`config.mk`:
```
export PLATFORM = sky130hd
export DESIGN_NAME = integer_gcd_lcm
export DESIGN_NICKNAME = d
export VERILOG_FILES = /design/src/design/igl_pkg.sv /design/src/design/integer_gcd_lcm.sv /design/src/design/igl_divider.sv
export SDC_FILE = /design/constraint.sdc
export NUM_CORES = 2
export LEC_CHECK = 0
export BUFFER_PORTS_ARGS = -buffer_cell sky130_fd_sc_hd__buf_2
export CORE_MARGIN = 4
export CORE_UTILIZATION = 25
export DETAILED_ROUTE_END_ITERATION = 12
export PLACE_DENSITY = 0.43
export SYNTH_ARGS = -nofsm -noshare
export SYNTH_HDL_FRONTEND = slang
export SYNTH_HIERARCHICAL = 1
export SYNTH_SLANG_ARGS = --single-unit
export TNS_END_PERCENT = 10
```
`constraint.sdc`:
```
create_clock -name aclk -period 11.6 [get_ports aclk]
set_clock_uncertainty 0.2 [all_clocks]
set_input_delay 0 -clock aclk [delete_from_list [all_inputs] [get_ports aclk]]
set_output_delay 0 -clock aclk [all_outputs]
set_load 0.02 [all_outputs]
```
`src/design/igl_pkg.sv`:
```
// Package for integer_gcd_lcm: payload structs, status and command codes, sequencer states.
// No dependencies.
package igl_pkg;

    localparam int DATA_WIDTH = 64;
    localparam int CNT_W      = $clog2(DATA_WIDTH + 1);

    typedef enum logic [1:0] {
        ST_OK       = 2'd0,
        ST_UNDEF    = 2'd1,
        ST_OVERFLOW = 2'd2
    } status_t;

    typedef enum logic {
        CMD_GCD = 1'b0,
        CMD_LCM = 1'b1
    } command_t;

    typedef struct packed {
        logic        command;
        logic [63:0] operand_a;
        logic [63:0] operand_b;
    } in_beat_t;

    typedef struct packed {
        logic [62:0] value;
        logic [1:0]  status;
    } out_beat_t;

    typedef enum logic [2:0] {
        S_IDLE,
        S_DIV,
        S_GCD_STEP,
        S_MUL,
        S_DONE
    } state_t;

endpackage

```
`src/design/integer_gcd_lcm.sv`:
```
// integer_gcd_lcm: gcd or lcm of two positive signed integers.
// gcd takes one divider pass per Euclid remainder step; lcm adds
// one more division and a shift-add multiply.
// Throughput: one beat at a time; s_ready is high only while idle. All divisions go
// through one shared bit-serial divider; the multiply is a separate shift-add loop in the sequencer.
// Reset (aresetn low, synchronous) returns to idle with no result pending.
module integer_gcd_lcm (
    input  logic              aclk,
    input  logic              aresetn,
    input  logic              s_valid,
    output logic              s_ready,
    input  igl_pkg::in_beat_t  s_data,
    output logic              m_valid,
    input  logic              m_ready,
    output igl_pkg::out_beat_t m_data
);
    import igl_pkg::*;

    localparam logic [DATA_WIDTH-1:0] MAX_POS = {1'b0, {(DATA_WIDTH-1){1'b1}}};

    state_t                state_reg, state_next;
    logic [DATA_WIDTH-1:0] x_reg, x_next;      // larger / dividend
    logic [DATA_WIDTH-1:0] y_reg, y_next;      // divisor
    logic [DATA_WIDTH-1:0] a_reg, a_next;
    logic [DATA_WIDTH-1:0] b_reg, b_next;
    logic                  cmd_reg, cmd_next;
    logic                  lcmdiv_reg, lcmdiv_next; // divider running a / gcd
    logic [DATA_WIDTH:0]   acc_reg, acc_next;   // multiply accumulator with overflow bit
    logic [DATA_WIDTH-1:0] mq_reg, mq_next;     // multiplier bits, shifted out LSB first
    logic [DATA_WIDTH:0]   mb_reg, mb_next;     // shifted multiplicand
    logic                  ovf_reg, ovf_next;
    out_beat_t             out_reg, out_next;
    logic                  mv_reg, mv_next;
    logic                  div_start;
    logic                  div_done;
    logic [DATA_WIDTH-1:0] div_q, div_r;
    logic [DATA_WIDTH-1:0] op_a, op_b;
    logic                  a_pos, b_pos;
    logic [DATA_WIDTH:0]   acc_sum;

    assign op_a  = s_data.operand_a[DATA_WIDTH-1:0];
    assign op_b  = s_data.operand_b[DATA_WIDTH-1:0];
    assign a_pos = (op_a != '0) && !op_a[DATA_WIDTH-1];
    assign b_pos = (op_b != '0) && !op_b[DATA_WIDTH-1];
    assign acc_sum = acc_reg + mb_reg;

    // Divider loads the operands set up in the start cycle
    igl_divider u_div (
        .aclk      (aclk),
        .aresetn   (aresetn),
        .start     (div_start),
        .dividend  (x_next),
        .divisor   (y_next),
        .done      (div_done),
        .quotient  (div_q),
        .remainder (div_r)
    );

    // Next state
    always_comb begin
        state_next = state_reg;
        case (state_reg)
            S_IDLE: begin
                if (s_valid && !mv_reg && a_pos && b_pos) begin
                    state_next = S_GCD_STEP;
                end
            end
            S_GCD_STEP: begin
                if (y_reg == '0) begin
                    state_next = (cmd_reg == CMD_LCM) ? S_DIV : S_DONE;
                end else begin
                    state_next = S_DIV;
                end
            end
            S_DIV: begin
                if (div_done) begin
                    state_next = lcmdiv_reg ? S_MUL : S_GCD_STEP;
                end
            end
            S_MUL: begin
                if (mq_reg == '0 || ovf_reg) begin
                    state_next = S_DONE;
                end
            end
            S_DONE:  state_next = S_IDLE;
            default: state_next = S_IDLE;
        endcase
    end

    // Datapath and outputs
    always_comb begin
        x_next      = x_reg;
        y_next      = y_reg;
        a_next      = a_reg;
        b_next      = b_reg;
        cmd_next    = cmd_reg;
        lcmdiv_next = lcmdiv_reg;
        acc_next    = acc_reg;
        mq_next     = mq_reg;
        mb_next     = mb_reg;
        ovf_next    = ovf_reg;
        out_next    = out_reg;
        mv_next     = mv_reg;
        div_start   = 1'b0;
        if (mv_reg && m_ready) begin
            mv_next = 1'b0;
        end
        case (state_reg)
            S_IDLE: begin
                if (s_valid && !mv_reg) begin
                    cmd_next    = s_data.command;
                    a_next      = op_a;
                    b_next      = op_b;
                    lcmdiv_next = 1'b0;
                    ovf_next    = 1'b0;
                    if (op_a < op_b) begin
                        x_next = op_b;
                        y_next = op_a;
                    end else begin
                        x_next = op_a;
                        y_next = op_b;
                    end
                    if (!(a_pos && b_pos)) begin
                        out_next.value  = '0;
                        out_next.status = ST_UNDEF;
                        mv_next         = 1'b1;
                    end
                end
            end
            S_GCD_STEP: begin
                // y == 0 means x holds the gcd
                if (y_reg == '0) begin
                    if (cmd_reg == CMD_LCM) begin
                        lcmdiv_next = 1'b1;
                        y_next      = x_reg;
                        x_next      = a_reg;
                        div_start   = 1'b1;
                    end
                end else begin
                    div_start = 1'b1;
                end
            end
            S_DIV: begin
                if (div_done) begin
                    if (lcmdiv_reg) begin
                        acc_next = '0;
                        mq_next  = div_q;
                        mb_next  = {1'b0, b_reg};
                    end else begin
                        x_next = y_reg;
                        y_next = div_r;
                    end
                end
            end
            S_MUL: begin
                // Shift-add; any excursion past MAX_POS is an overflow
                if (mq_reg != '0 && !ovf_reg) begin
                    if (mq_reg[0]) begin
                        acc_next = acc_sum;
                        if (acc_sum > {1'b0, MAX_POS}) begin
                            ovf_next = 1'b1;
                        end
                    end
                    mq_next = mq_reg >> 1;
                    if (mq_reg[DATA_WIDTH-1:1] != '0) begin
                        if (mb_reg > {1'b0, MAX_POS}) begin
                            ovf_next = 1'b1;
                        end
                        mb_next = {mb_reg[DATA_WIDTH-1:0], 1'b0};
                    end
                end
            end
            S_DONE: begin
                mv_next = 1'b1;
                if (cmd_reg == CMD_GCD) begin
                    out_next.value  = 63'(x_reg);
                    out_next.status = ST_OK;
                end else if (ovf_reg) begin
                    out_next.value  = '0;
                    out_next.status = ST_OVERFLOW;
                end else begin
                    out_next.value  = 63'(acc_reg[DATA_WIDTH-1:0]);
                    out_next.status = ST_OK;
                end
            end
            default: ;
        endcase
    end

    always_ff @(posedge aclk) begin
        x_reg      <= x_next;
        y_reg      <= y_next;
        a_reg      <= a_next;
        b_reg      <= b_next;
        cmd_reg    <= cmd_next;
        lcmdiv_reg <= lcmdiv_next;
        acc_reg    <= acc_next;
        mq_reg     <= mq_next;
        mb_reg     <= mb_next;
        ovf_reg    <= ovf_next;
        out_reg    <= out_next;
        if (!aresetn) begin
            state_reg <= S_IDLE;
            mv_reg    <= 1'b0;
        end else begin
            state_reg <= state_next;
            mv_reg    <= mv_next;
        end
    end

    assign s_ready = (state_reg == S_IDLE) && !mv_reg;
    assign m_valid = mv_reg;
    assign m_data  = out_reg;

    a_status_legal: assert property (@(posedge aclk) disable iff (!aresetn)
        m_valid |-> m_data.status != 2'd3) else $error("bad status");
    a_value_zero: assert property (@(posedge aclk) disable iff (!aresetn)
        m_valid && m_data.status != ST_OK |-> m_data.value == '0) else $error("value not 0");
    a_busy_not_ready: assert property (@(posedge aclk) disable iff (!aresetn)
        state_reg != S_IDLE |-> !s_ready) else $error("ready while busy");
    a_done_result: assert property (@(posedge aclk) disable iff (!aresetn)
        state_reg == S_DONE |=> m_valid) else $error("no result after done");

endmodule

```
`src/design/igl_divider.sv`:
```
// Restoring divider for integer_gcd_lcm: one quotient bit per cycle.
// Depends on igl_pkg.
module igl_divider (
    input  logic                          aclk,
    input  logic                          aresetn,
    input  logic                          start,
    input  logic [igl_pkg::DATA_WIDTH-1:0] dividend,
    input  logic [igl_pkg::DATA_WIDTH-1:0] divisor,
    output logic                          done,
    output logic [igl_pkg::DATA_WIDTH-1:0] quotient,
    output logic [igl_pkg::DATA_WIDTH-1:0] remainder
);
    import igl_pkg::*;

    logic [DATA_WIDTH-1:0] rem_reg, rem_next;
    logic [DATA_WIDTH-1:0] quo_reg, quo_next;
    logic [DATA_WIDTH-1:0] dvs_reg, dvs_next;
    logic [CNT_W-1:0]      cnt_reg, cnt_next;
    logic                  busy_reg, busy_next;
    logic                  done_reg, done_next;
    logic [DATA_WIDTH:0]   trial;
    logic [DATA_WIDTH:0]   shifted;

    // Load operands on start, else one shift-subtract step while busy
    always_comb begin
        shifted   = {rem_reg, quo_reg[DATA_WIDTH-1]};
        trial     = shifted - {1'b0, dvs_reg};
        rem_next  = rem_reg;
        quo_next  = quo_reg;
        dvs_next  = dvs_reg;
        cnt_next  = cnt_reg;
        busy_next = busy_reg;
        done_next = 1'b0;
        if (start) begin
            rem_next  = '0;
            quo_next  = dividend;
            dvs_next  = divisor;
            cnt_next  = CNT_W'(DATA_WIDTH);
            busy_next = 1'b1;
        end else if (busy_reg) begin
            if (trial[DATA_WIDTH]) begin
                rem_next = shifted[DATA_WIDTH-1:0];
                quo_next = {quo_reg[DATA_WIDTH-2:0], 1'b0};
            end else begin
                rem_next = trial[DATA_WIDTH-1:0];
                quo_next = {quo_reg[DATA_WIDTH-2:0], 1'b1};
            end
            cnt_next = cnt_reg - 1'b1;
            if (cnt_reg == CNT_W'(1)) begin
                busy_next = 1'b0;
                done_next = 1'b1;
            end
        end
    end

    always_ff @(posedge aclk) begin
        rem_reg <= rem_next;
        quo_reg <= quo_next;
        dvs_reg <= dvs_next;
        cnt_reg <= cnt_next;
        if (!aresetn) begin
            busy_reg <= 1'b0;
            done_reg <= 1'b0;
        end else begin
            busy_reg <= busy_next;
            done_reg <= done_next;
        end
    end

    assign done      = done_reg;
    assign quotient  = quo_reg;
    assign remainder = rem_reg;

    a_done_after_busy: assert property (@(posedge aclk) disable iff (!aresetn)
        done_reg |-> $past(busy_reg)) else $error("done without busy");
    a_no_busy_done: assert property (@(posedge aclk) disable iff (!aresetn)
        !(busy_reg && done_reg)) else $error("busy and done together");
    a_count_live: assert property (@(posedge aclk) disable iff (!aresetn)
        busy_reg && !start |-> cnt_reg != '0) else $error("counter underflow");

endmodule
```
**Word level (Yosys, flattened, before mapping)**

Index checks and enable logic that the tools add are counted.

- Add/subtract/negate cells: 3
- Order comparisons: 3
- Eq/ne operators: 16
- Multiplexer cells: 65
- Bitwise logic cells: 2
- Reductions and logical operators: 35

Operator list:

| cell | count |
|---|---|
| $mux W64 | 18 |
| $mux W65 | 12 |
| $pmux W65 S2 | 3 |
| $pmux W64 S3 | 2 |
| $reduce_bool A64 Y1 | 3 |
| $gt A65 B63 Y1 const B | 2 |
| $logic_not A64 Y1 | 2 |
| $pmux W64 S2 | 1 |
| $add A65 B65 Y65 | 1 |
| $sub A65 B64 Y65 | 1 |
| $lt A64 B64 Y1 | 1 |
| $reduce_bool A63 Y1 | 1 |
| $mux W1 | 20 |
| $ne A2 B2 Y1 const B | 10 |
| $mux W3 | 5 |
| $pmux W3 S4 | 1 |
| $reduce_and A5 Y1 | 2 |
| $reduce_bool A2 Y1 | 5 |
| $logic_and A1 B1 Y1 | 9 |
| $reduce_and A3 Y1 | 3 |
| $reduce_and A4 Y1 | 2 |
| $eq A7 B1 Y1 const B | 1 |
| $sub A7 B1 Y7 const B | 1 |
| $eq A3 B2 Y1 const B | 2 |
| 10 further kinds | 16 |

- Register bits after elaboration: 723
- Input bits: 133
- Output and inout bits: 67
- Logic and storage cells: 144

**Longest topological paths before layout**

- Depth after elaboration: 8
- Gate-level depth with buffers: 16
- Gate-level depth less buffers: 14

**Cells and area by module**

Netlist, hierarchy kept.

By module, submodules not included:

| module | times used | cells an instance | area each (um^2) | sequential area each (um^2) |
|---|---|---|---|---|
| integer_gcd_lcm | 1 | 2818 | 27746.6 | 14353.8 |
| igl_divider | 1 | 1217 | 11850.1 | 5305.1 |

**Least setup slack after synthesis**

Ideal clock, no wire load.

- Path kind: reg-to-reg
- From: register state_reg[1]
- To: register mb_reg[0], enable pin
- Setup time: 0.588 ns
- Data arrival time: 7.435 ns
- Data required time: 10.812 ns
- Slack: 3.377 ns
- Stages on the path, launching flop included: 6
- Path buffers: 1
- Period minus slack after synthesis: 8.223 ns
- Cell sequence: dfxtp_1 clkbuf_1 nand3_1 a211oi_1 a21o_1 a21boi_0

- Cells in the longest elaborated chain, start to end: 3
- Elaborated cells on any way between the ends: 8
- Those cells by class: 6 x eq/ne; 2 x reduce/logical

Ends and longest elaborated chain:

| element | RTL line | RTL |
|---|---|---|
| from (decl) | integer_gcd_lcm.sv:21 | `state_t state_reg, state_next;` |
| from (signal assigned) | integer_gcd_lcm.sv:206 | `state_reg <= state_next;` |
| $eq A3 B2 Y1 or $eq A3 B1 Y1 (tied branches) | integer_gcd_lcm.sv:108 | `case (state_reg)` |
| $ne A2 B2 Y1 (no line), or another cell as far along | -- |  |
| $reduce_and A5 Y1 (no line) (*) | -- |  |
| to (signal assigned) | integer_gcd_lcm.sv:199 | `mb_reg <= mb_next;` |
| to (decl) | integer_gcd_lcm.sv:30 | `logic [DATA_WIDTH:0] mb_reg, mb_next;` |

Mark *: on every way between the ends. The rest lies on a longest branch, timed or not.
A chain may end at the register's enable or synchronous reset.

**Final worst setup path**

- From: register y_reg[29]
- To: register x_reg[49]

- Cells in the longest elaborated chain, start to end: 3

Ends and longest elaborated chain:

| element | RTL line | RTL |
|---|---|---|
| from (decl) | integer_gcd_lcm.sv:23 | `logic [DATA_WIDTH-1:0] y_reg, y_next;` |
| from (signal assigned) | integer_gcd_lcm.sv:192 | `y_reg <= y_next;` |
| $logic_not A64 Y1 | integer_gcd_lcm.sv:132 | `if (y_reg == '0) begin` |
| $mux W64 | integer_gcd_lcm.sv:132 |  |
| $pmux W64 S3 | integer_gcd_lcm.sv:108 |  |
| via x_next[49] | integer_gcd_lcm.sv:22 | `logic [DATA_WIDTH-1:0] x_reg, x_next;` |
| to (signal assigned) | integer_gcd_lcm.sv:191 | `x_reg <= x_next;` |
| to (decl) | integer_gcd_lcm.sv:22 |  |

The timed path passes the listed nets, and every way through them passes these cells.

==> results.sh <==
export IMPL_outcome="complete, no violations"
export IMPL_cts_sinks=723
export IMPL_ys_seq_area_share_pct=49.6
export IMPL_ant_nets=0
export IMPL_ir_drop_mv=0.119
export IMPL_wirelength_um=169000
export IMPL_crit_type="flop to flop"
export IMPL_grt_overflow=0
export IMPL_synth_edf_count=518
export IMPL_num_rows=145
export IMPL_worst_pin_slew_ps=1140
export IMPL_io_buffers=199
export IMPL_critPathCaptureType="flop"
export IMPL_r2r_setup_slack_ps=6280
export IMPL_syn_num_nets=4363
export IMPL_start_util_pct=25.3
export IMPL_ys_ff_latch=723
export IMPL_cts_made_buffers=85
export IMPL_drive_above_1_share_pct=11.0
export IMPL_die_h_um=406
export IMPL_dpl_hpwl_um=122000
export IMPL_yosysMostFrequentCell="nand2_1"
export IMPL_rsz0062_at_grt="false"
export IMPL_slew_headroom_pct=23.4
export IMPL_clk_latency_ps=700
export IMPL_critPathArrivalTime_ps=5710
export IMPL_synth_cell_types=89
export IMPL_antenna_found_initial=27
export IMPL_num_io_pins=200
export IMPL_drtIter0Drc=4537
export IMPL_post_cts_resized=0
export IMPL_cts_htree_levels=3
export IMPL_p_leak_nw=17.9
export IMPL_synth_main_ff_cell="edfxtp_1"
export IMPL_synth_warnings=6
export IMPL_setup_violations=0
export IMPL_track_usage_pct=19.9
export IMPL_postSynthAreaPerCell_sq_um=9.81
export IMPL_route_detailed_drc=0
export IMPL_synthTopCellsByArea="edfxtp_1 39%, dfxtp_1 10%, nand2_1 6.2%"
export IMPL_holdWs_ps=16.0
export IMPL_netlist_area_sq_um=39600
export IMPL_cts_tree="done"
export IMPL_async_flop_share_pct=0
export IMPL_clk_path_buf_depth=3
export IMPL_grt_max_degree=151
export IMPL_coreArea_sq_um=157000
export IMPL_wl_per_cell_um=26.2
export IMPL_grt_pass1_vias=32400
export IMPL_via_per_inst=5.32
export IMPL_path_clk_slew_ps=60
export IMPL_die_width_um=406
export IMPL_powerDensity_nw_per_um2=186
export IMPL_dieArea_sq_um=165000
export IMPL_yosys_top_cells_count="655 x nand2_1, 518 x edfxtp_1, 302 x nor2_1"
export IMPL_gp_congestion=0.916
export IMPL_hold_path_class="input port to flop"
export IMPL_vias=34400
export IMPL_fmax_ghz=0.188
export IMPL_synth_top_area_share_pct=39.3
export IMPL_hold_viol_final=0
export IMPL_final_net_count=4658
export IMPL_max_cap_violations=0
export IMPL_drt_pass1_iterations=13
export IMPL_syn_inst=4035
export IMPL_grt_pass1_wl_um=240000
export IMPL_clock_root_buffer="clkbuf_16"
export IMPL_cp_start_kind="flop"
export IMPL_fin_crit_sh_pct=45.8
export IMPL_cp_max_fo=67
export IMPL_slew_violations=0
export IMPL_required_ps=11990
export IMPL_area_delta_synth_final_pct=20.1
export IMPL_synth_area_leader_cell="edfxtp_1"
export IMPL_fin_setup_tns_ps=0
export IMPL_fin_crit_ps=5320
[critical path, cell delays in order (launching register included)]
cell and delay [ps]:
dfxtp_1 330, nor4_1 800, nand4_1 380, nor4_2 580, a31oi_1 170, o32ai_1 250, nand2_4 550, buf_4 580
a222oi_1 440, o211ai_1 150, dlygate4sd3_1 600
[cell type report]
| class | count | area, sq um |
|---|---|---|
| Clock buffer | 117 | 2370 |
| Sequential cell | 723 | 19700 |
| Multi-Input combinational cell | 2880 | 18300 |
| Inverter | 181 | 679 |
| Antenna cell | 8 | 20.0 |
| Timing Repair Buffer | 459 | 3530 |
| Fill cell | 16400 | 109000 |
| Clock inverter | 40 | 394 |
| Tap cell | 2058 | 2570 |
[report_power, final]
part | leakage (nW) | switching, mW | total, mW | internal [mW]
Sequential | 6.54 | 0.480 | 3.68 | 3.20
Clock | 1.35 | 1.18 | 2.73 | 1.55
Combinational | 9.99 | 1.52 | 2.46 | 0.945
[worst paths after layout]
| path | startpoint | endpoint | cells past startpoint |
|---|---|---|---|
| max | y_reg[29]$_DFF_P_ | x_reg[49]$_DFF_P_ | 10 |
| min | s_data[81] | a_reg[17]$_DFFE_PP_ | 2 |
| max reg2reg | y_reg[29]$_DFF_P_ | x_reg[49]$_DFF_P_ | 10 |
| min reg2reg | u_div/cnt_reg[1]$_SDFFE_PP0P_ | u_div/cnt_reg[1]$_SDFFE_PP0P_ | 2 |
[layer usage]
metal  vias to the layer above  wire length [um]  global-route usage, %
met4                         8              3130                   3.98
met1                     17000             82100                   30.9
met2                      1493             68300                   28.0
met5                         -                50                      0
li1                      15700                 -                      -
met3                       180             15900                   4.54
[through the flow]
step	util (%)	total power [mW]	std cells	worst slack, ps	area [sq um]
after floorplan	-	5.15	4035	3380	39600
after global placement	27.2	6.07	6082	6500	42600
after detailed placement	27.2	6.06	6082	6490	42600
after CTS	30.3	8.88	6458	6410	47500
after global routing	30.3	9.28	6459	6220	47500
final	30.3	8.87	6466	6280	47600
[cells in the final DEF (no fill, tap or decap), types with 55 or more instances in the layout]
cell type      count
nor2b_1           81
nor2_1           298
mux2_2            64
inv_1            180
a21o_1            79
nor4_1            75
dlygate4sd3_1    219
a222oi_1         128
a211oi_1          64
clkbuf_16         87
edfxtp_1         518
nor3_1            60
nand2_1          653
dfxtp_1          204
nand4_1           68
o21ai_0          117
ha_1             193
a21oi_1          270
or3_1            135
buf_2            199
o211ai_1         139
xor2_1            55
[cell families (layout without fill, tap and decap cells)]
family	Yosys count	count (layout)	synth area share (%)
AND/OR/NAND/NOR	1506	1506	17.6
XOR/XNOR	108	108	2.39
flip-flops	723	723	49.6
AO/OA/AOI/OAI	994	994	17.6
adder cells (fa/ha/maj)	195	195	6.20
multiplexers	77	77	2.15
buffers and inverters	432	797	4.40
other	0	8	0
[repair_timing]
item | 4_1_cts | 5_1_grt
buffers inserted | 0 | 0
hold buffers | 219 | 0
endpoints found under the hold margin | 390 | 0
Note: power is estimated with default switching activity, not from simulation.
